**src/fhc_pkg.sv**
```systemverilog
// Shared types and constants for the float/half conversion pipeline.
`default_nettype none

package fhc_pkg;

    // Direction code carried on tuser
    typedef enum logic
    {
        OP_F2H = 1'b0,
        OP_H2F = 1'b1
    } op_t;

    // Float field limits
    localparam logic [7:0]  F_SUB_MAX_EXP  = 8'd112;  // at or below: half subnormal
    localparam logic [7:0]  F_TINY_MAX_EXP = 8'd81;   // at or below: shifted out to zero
    localparam logic [7:0]  F_SUB_BIAS     = 8'd113;
    localparam logic [23:0] F_HIDDEN_ONE   = 24'h800000;

    // Half to float rebias, exponent difference placed at bit 23
    localparam logic [30:0] H_REBIAS       = 31'h38000000;
    localparam logic [9:0]  H_SUB_MAX      = 10'h3ff;
    localparam logic [3:0]  H_MANT_BITS    = 4'd10;

    // Decoded item after the first stage
    typedef struct packed
    {
        op_t         op;
        logic [1:0]  f_top;      // float bits 31..30
        logic        f_sub;
        logic        f_tiny;
        logic [4:0]  f_sh;
        logic [23:0] f_mant;     // mantissa with hidden one
        logic [13:0] f_pick;     // float bits 26..13
        logic        h_sign;
        logic [14:0] h_em;
        logic        h_norm;
        logic        h_zero;
        logic [3:0]  h_lz;       // left shift that brings the top one to bit 10
    } dec_t;

    // Item after the second stage
    typedef struct packed
    {
        op_t         op;
        logic [1:0]  sign;
        logic [30:0] mag;
    } mid_t;

endpackage

`default_nettype wire

```
**src/fhc_decode.sv**
```systemverilog
// Field split, range checks and leading-zero count for one input beat.
`default_nettype none

module fhc_decode
(
    input  wire logic         op,
    input  wire logic [31:0]  value,
    output fhc_pkg::dec_t     dec
);

    logic [7:0] exp_f;
    logic [7:0] sh_full;
    logic [9:0] em_low;
    logic [3:0] top_pos;

    assign exp_f   = value[30:23];
    assign sh_full = fhc_pkg::F_SUB_BIAS - exp_f;
    assign em_low  = value[9:0];

    // Position of the highest set bit of a half subnormal mantissa
    always_comb
    begin
        top_pos = 4'd0;
        for (int i = 0; i < 10; i++)
        begin
            if (em_low[i])
            begin
                top_pos = 4'(i);
            end
        end
    end

    // Pack decoded fields
    always_comb
    begin
        dec.op     = fhc_pkg::op_t'(op);
        dec.f_top  = value[31:30];
        dec.f_sub  = (exp_f <= fhc_pkg::F_SUB_MAX_EXP);
        dec.f_tiny = (exp_f <= fhc_pkg::F_TINY_MAX_EXP);
        dec.f_sh   = sh_full[4:0];
        dec.f_mant = {1'b0, value[22:0]} | fhc_pkg::F_HIDDEN_ONE;
        dec.f_pick = value[26:13];
        dec.h_sign = value[15];
        dec.h_em   = value[14:0];
        dec.h_norm = (value[14:10] != 5'd0);
        dec.h_zero = (value[14:0] == 15'd0);
        dec.h_lz   = fhc_pkg::H_MANT_BITS - top_pos;
    end

endmodule

`default_nettype wire

```
**src/float_half_conversion.sv**
```systemverilog
// Top level: three-stage float/half bit-pattern converter with stream ports.
`default_nettype none

// Converts one 32-bit word per beat, float to half or half to float as tuser
// selects. A beat passes through three registered stages: decode and
// leading-zero count, then the mantissa shift or rebias add, then the output
// register. One beat enters every cycle while the output is taken; each stage
// holds its beat under backpressure and frees as soon as its successor moves,
// so bubbles close up. Float to half truncates with no rounding, no overflow
// clamp and no infinity or NaN handling; half to float rebiases and
// normalizes subnormals.
module float_half_conversion
(
    input  wire logic        clk,
    input  wire logic        rst_n,
    input  wire logic        s_axis_tvalid,
    output logic             s_axis_tready,
    input  wire logic [31:0] s_axis_tdata,   // [31:0] value_in
    input  wire logic        s_axis_tuser,   // [0] op
    output logic             m_axis_tvalid,
    input  wire logic        m_axis_tready,
    output logic [31:0]      m_axis_tdata    // [31:0] value_out
);

    fhc_pkg::dec_t dec_in;
    fhc_pkg::dec_t dec_reg;
    fhc_pkg::mid_t mid_next;
    fhc_pkg::mid_t mid_reg;
    logic [31:0]   out_next;
    logic [31:0]   out_reg;

    logic v1_reg, v2_reg, v3_reg;
    logic ready1, ready2, ready3;

    logic [23:0] f_shifted;
    logic [7:0]  h_exp;
    logic [10:0] h_mshift;

    // Per-stage ready: a stage takes a beat when empty or when it moves on
    assign ready3 = !v3_reg || m_axis_tready;
    assign ready2 = !v2_reg || ready3;
    assign ready1 = !v1_reg || ready2;

    assign s_axis_tready = ready1;
    assign m_axis_tvalid = v3_reg;
    assign m_axis_tdata  = out_reg;

    // Stage 1: decode
    fhc_decode u_decode
    (
        .op    (s_axis_tuser),
        .value (s_axis_tdata),
        .dec   (dec_in)
    );

    // Stage 2: subnormal shift, rebias add or normalize
    assign f_shifted = dec_reg.f_mant >> dec_reg.f_sh;
    assign h_exp     = fhc_pkg::F_SUB_BIAS - {4'd0, dec_reg.h_lz};
    assign h_mshift  = {1'b0, dec_reg.h_em[9:0]} << dec_reg.h_lz;

    always_comb
    begin
        mid_next.op = dec_reg.op;
        unique case (dec_reg.op)
            fhc_pkg::OP_F2H:
            begin
                mid_next.sign = dec_reg.f_top;
                if (dec_reg.f_tiny)
                begin
                    mid_next.mag = 31'd0;
                end
                else if (dec_reg.f_sub)
                begin
                    mid_next.mag = {21'd0, f_shifted[22:13]};
                end
                else
                begin
                    mid_next.mag = {17'd0, dec_reg.f_pick};
                end
            end
            fhc_pkg::OP_H2F:
            begin
                mid_next.sign = {dec_reg.h_sign, 1'b0};
                if (dec_reg.h_zero)
                begin
                    mid_next.mag = 31'd0;
                end
                else if (dec_reg.h_norm)
                begin
                    mid_next.mag = {3'd0, dec_reg.h_em, 13'd0} + fhc_pkg::H_REBIAS;
                end
                else
                begin
                    mid_next.mag = {h_exp, h_mshift[9:0] & fhc_pkg::H_SUB_MAX, 13'd0};
                end
            end
            default:
            begin
                mid_next.sign = 2'd0;
                mid_next.mag  = 31'd0;
            end
        endcase
    end

    // Stage 3: assemble output word
    always_comb
    begin
        unique case (mid_reg.op)
            fhc_pkg::OP_F2H: out_next = {16'd0, mid_reg.sign, mid_reg.mag[13:0]};
            fhc_pkg::OP_H2F: out_next = {mid_reg.sign[1], mid_reg.mag};
            default:         out_next = 32'd0;
        endcase
    end

    // Valid bits
    always_ff @(posedge clk or negedge rst_n)
    begin
        if (!rst_n)
        begin
            v1_reg <= 1'b0;
            v2_reg <= 1'b0;
            v3_reg <= 1'b0;
        end
        else
        begin
            if (ready1)
            begin
                v1_reg <= s_axis_tvalid;
            end
            if (ready2)
            begin
                v2_reg <= v1_reg;
            end
            if (ready3)
            begin
                v3_reg <= v2_reg;
            end
        end
    end

    // Payload registers
    always_ff @(posedge clk)
    begin
        if (ready1 && s_axis_tvalid)
        begin
            dec_reg <= dec_in;
        end
        if (ready2 && v1_reg)
        begin
            mid_reg <= mid_next;
        end
        if (ready3 && v2_reg)
        begin
            out_reg <= out_next;
        end
    end

    // A beat accepted at the input lands in stage 1
    a_in_lands: assert property (@(posedge clk) disable iff (!rst_n)
        (s_axis_tvalid && s_axis_tready) |=> v1_reg)
        else $error("accepted beat missing from stage 1");

    // Stage 1 beat moves to stage 2 when stage 2 frees
    a_s1_moves: assert property (@(posedge clk) disable iff (!rst_n)
        (v1_reg && ready2) |=> v2_reg)
        else $error("stage 1 beat lost");

    // A stalled stage 2 keeps its beat
    a_s2_holds: assert property (@(posedge clk) disable iff (!rst_n)
        (v2_reg && !ready3) |=> (v2_reg && $stable(mid_reg)))
        else $error("stage 2 beat changed under stall");

    // Half results have a clear upper word
    a_half_upper: assert property (@(posedge clk) disable iff (!rst_n)
        (v2_reg && ready3 && mid_reg.op == fhc_pkg::OP_F2H)
            |=> (m_axis_tdata[31:16] == 16'd0))
        else $error("half result with upper bits set");

endmodule

`default_nettype wire

```
**config.mk**
```make
export PLATFORM = sky130hd
export DESIGN_NAME = float_half_conversion
export DESIGN_NICKNAME = d
export VERILOG_FILES = /design/src/fhc_pkg.sv /design/src/fhc_decode.sv /design/src/float_half_conversion.sv
export SDC_FILE = /design/constraint.sdc
export NUM_CORES = 1
export LEC_CHECK = 0
export BUFFER_PORTS_ARGS = -buffer_cell sky130_fd_sc_hd__buf_2
export CORE_ASPECT_RATIO = 1.75
export CORE_UTILIZATION = 61
export DETAILED_ROUTE_END_ITERATION = 10
export PLACE_DENSITY = 0.91
export SLEW_MARGIN = 10
export SYNTH_ARGS = -nofsm -noshare
export SYNTH_HDL_FRONTEND = slang
export SYNTH_HIERARCHICAL = 1
export SYNTH_SLANG_ARGS = --single-unit
```
**constraint.sdc**
```tcl
create_clock -name clk -period 3.85 [get_ports clk]
set_input_delay 0.77 -clock clk [delete_from_list [all_inputs] [get_ports clk]]
set_output_delay 0.77 -clock clk [all_outputs]
set_load 0.01 [all_outputs]
```
==> flow_summary_export.csv <==
group,metric,value,unit
sta,final.setup.tns,0,ps
sta,whs,149,ps
grt,grt_first_pass_wirelength,13500,um
clock_tree,cts_tree,"built",
critical_path,cp_top_family,"simple AND/OR/NAND/NOR gates",
power,p_leak,0.00236,uW
sta,finalSetupViolations,0,
flow_run,cap_violations,0,
finish,synthToLayoutAreaGrowth,11.2,%
detailed_routing,drtPass1Iterations,4,
sta,finalCritPeriodShare,53.6,%
sta,grt_setup_unrepaired,"false",
power,total_power,3260,uW
grt,grt_pass1_vias,2901,
placed_design,port_buffers,70,
critical_path,critPathRequiredTime,3080,ps
die,fp.dieH,128,um
sta,slew_violations,0,
yosys,synth_nets,432,
sta,finClkSkew,6.37,ps
grt,grt_max_degree,34,
clock_tree,numCtsBuffers,17,
yosys,syn-cell-area,5550,um^2
detailed_routing,drc,0,
yosys,syn_inst,393,
detailed_routing,drt_iter0_drc,89,
detailed_routing,num_vias,3009,
clock_tree,clk_latency,400,ps
sta,period_needed,2070,ps
clock_tree,clkSinkCount,124,
grt,grt.total_usage,19.7,%
yosys,synth_warnings,6,
critical_path,path_cells,"buf_2 > nor2b_1 > nand3_1 > buf_2",
grt,overflow,0,
die,die_x,74.1,um
clock_tree,cts_resized,0,
power,p_per_area,529,nW/um^2
critical_path,worst-setup-path-type,"input port to primary output",
critical_path,slowest_delay,160,ps
clock_tree,root_buffer,"clkbuf_16",
finish,drive_gt1_share,27.5,%
die,coreArea,8730,um^2
placed_design,dpl.hpwl,5910,um
critical_path,ff2ff_path_depth,4,
detailed_routing,via_per_inst,5.40,
die,floorplan.initialDensity,63.6,%
die,rows,45,
clock_tree,cts_setup_buffers,0,
critical_path,reg2reg_slack,1840,ps
die,die_area,9500,um^2
critical_path,worst-path-stages,4,
finish,fill_cells,583,
detailed_routing,postRouteAntennaNets,0,
finish,largest_reg_flops,57,
critical_path,critPathBufInv,2,
finish,nets,467,
run_status,status,"finished, final reports clean",
critical_path,cpMaxStageDelayCell,"buf_2",
detailed_routing,wl_per_cell,15.1,um
die,num_io_pins,71,
grt,antenna_found_initial,0,
critical_path,setup.worst_path.start_class,"input port",
finish,seqCellArea,3710,um^2
clock_tree,cts.path.max_buffers,2,
critical_path,cp_max_fo,3,
clock_tree,htreeDepth,4,
sta,timing.fmax,0.484,GHz
placed_design,gp_congestion,0.901,
clock_tree,hold_buffers,0,
finish,multi_input_area,1390,um^2
clock_tree,cts.clk_slew.worst_paths,50,ps
sta,hold_violations,0,
sta,worstMarginPinSlew,686,ps
yosys,synth_area_per_cell,14.1,um^2
min_path,hp-class,"input port to asynchronous set/reset pin",
sta,slew_headroom,54.3,%
detailed_routing,routed_wl,8400,um
critical_path,arrival,1300,ps
critical_path,crit_path_frequent_cell,"buf_2",
power,peakVddDrop,0.000381,V
finish,diodes,0,
critical_path,cp-end-kind,"primary output",
## cell usage in the layout, fill, tap and decap left out, drive strengths merged, types with 2 or more instances in the layout
cell type	count
nor2b	8
buf	75
edfxtp	121
nor2	23
nand2	21
mux2i	19
a22oi	7
a21oi	8
o21a	2
xnor2	2
nor3	10
a21boi	2
a32oi	5
o21bai	2
inv	10
o31ai	3
dfrtp	3
ha	2
nand3	6
nor3b	2
a22o	4
and2	23
o21ai	3
clkbuf	20
a211oi	2
nand2b	8
mux2	11
or3	2
clkinv	11
o211ai	5
## area by class of cell
cell class | count | share of cell area, %
Clock inverter | 11 | 0.892
Multi-Input combinational cell | 199 | 22.6
Tap cell | 117 | 2.37
Inverter | 11 | 0.669
Timing Repair Buffer | 75 | 6.29
Sequential cell | 124 | 60.1
Clock buffer | 20 | 7.08
## power by group
group	leakage [uW]	total (uW)	internal (uW)	switching [uW]
sequential	0.00122	1690	1630	59.6
clock	0.000241	1300	798	504
combinational	0.000902	268	113	156
total	0.00236	3260	2540	720
## layer usage
layer	GRT usage (%)	wire length (um)
met3	5.27	361
met5	0	0
met1	23.8	3510
met2	30.7	4260
met4	12.7	269
## through the flow
step	instances	utilization, %	area, um^2	setup WS [ps]
detailed placement	526	65.1	5680	1580
floorplan	393	-	5550	1070
global route	557	70.7	6170	1720
finish	557	70.7	6170	1780
CTS	557	70.7	6170	1780
global placement	526	65.1	5680	1650
## worst paths after layout
kind | from | to
worst min-delay path | rst_n | m_axis_tvalid$_DFFE_PN0P_
worst max register to register | dec_reg[0]$_DFFE_PP_ | mid_reg[21]$_SDFFCE_PP0P_
worst max-delay path | m_axis_tready | s_axis_tready
min in group clk | mid_reg[10]$_SDFFCE_PP0P_ | m_axis_tdata[10]$_DFFE_PP_
worst min register to register | mid_reg[10]$_SDFFCE_PP0P_ | m_axis_tdata[10]$_DFFE_PP_
max in group asynchronous | rst_n | v1_reg$_DFFE_PN0P_
Power figures use the tool's default switching activity.
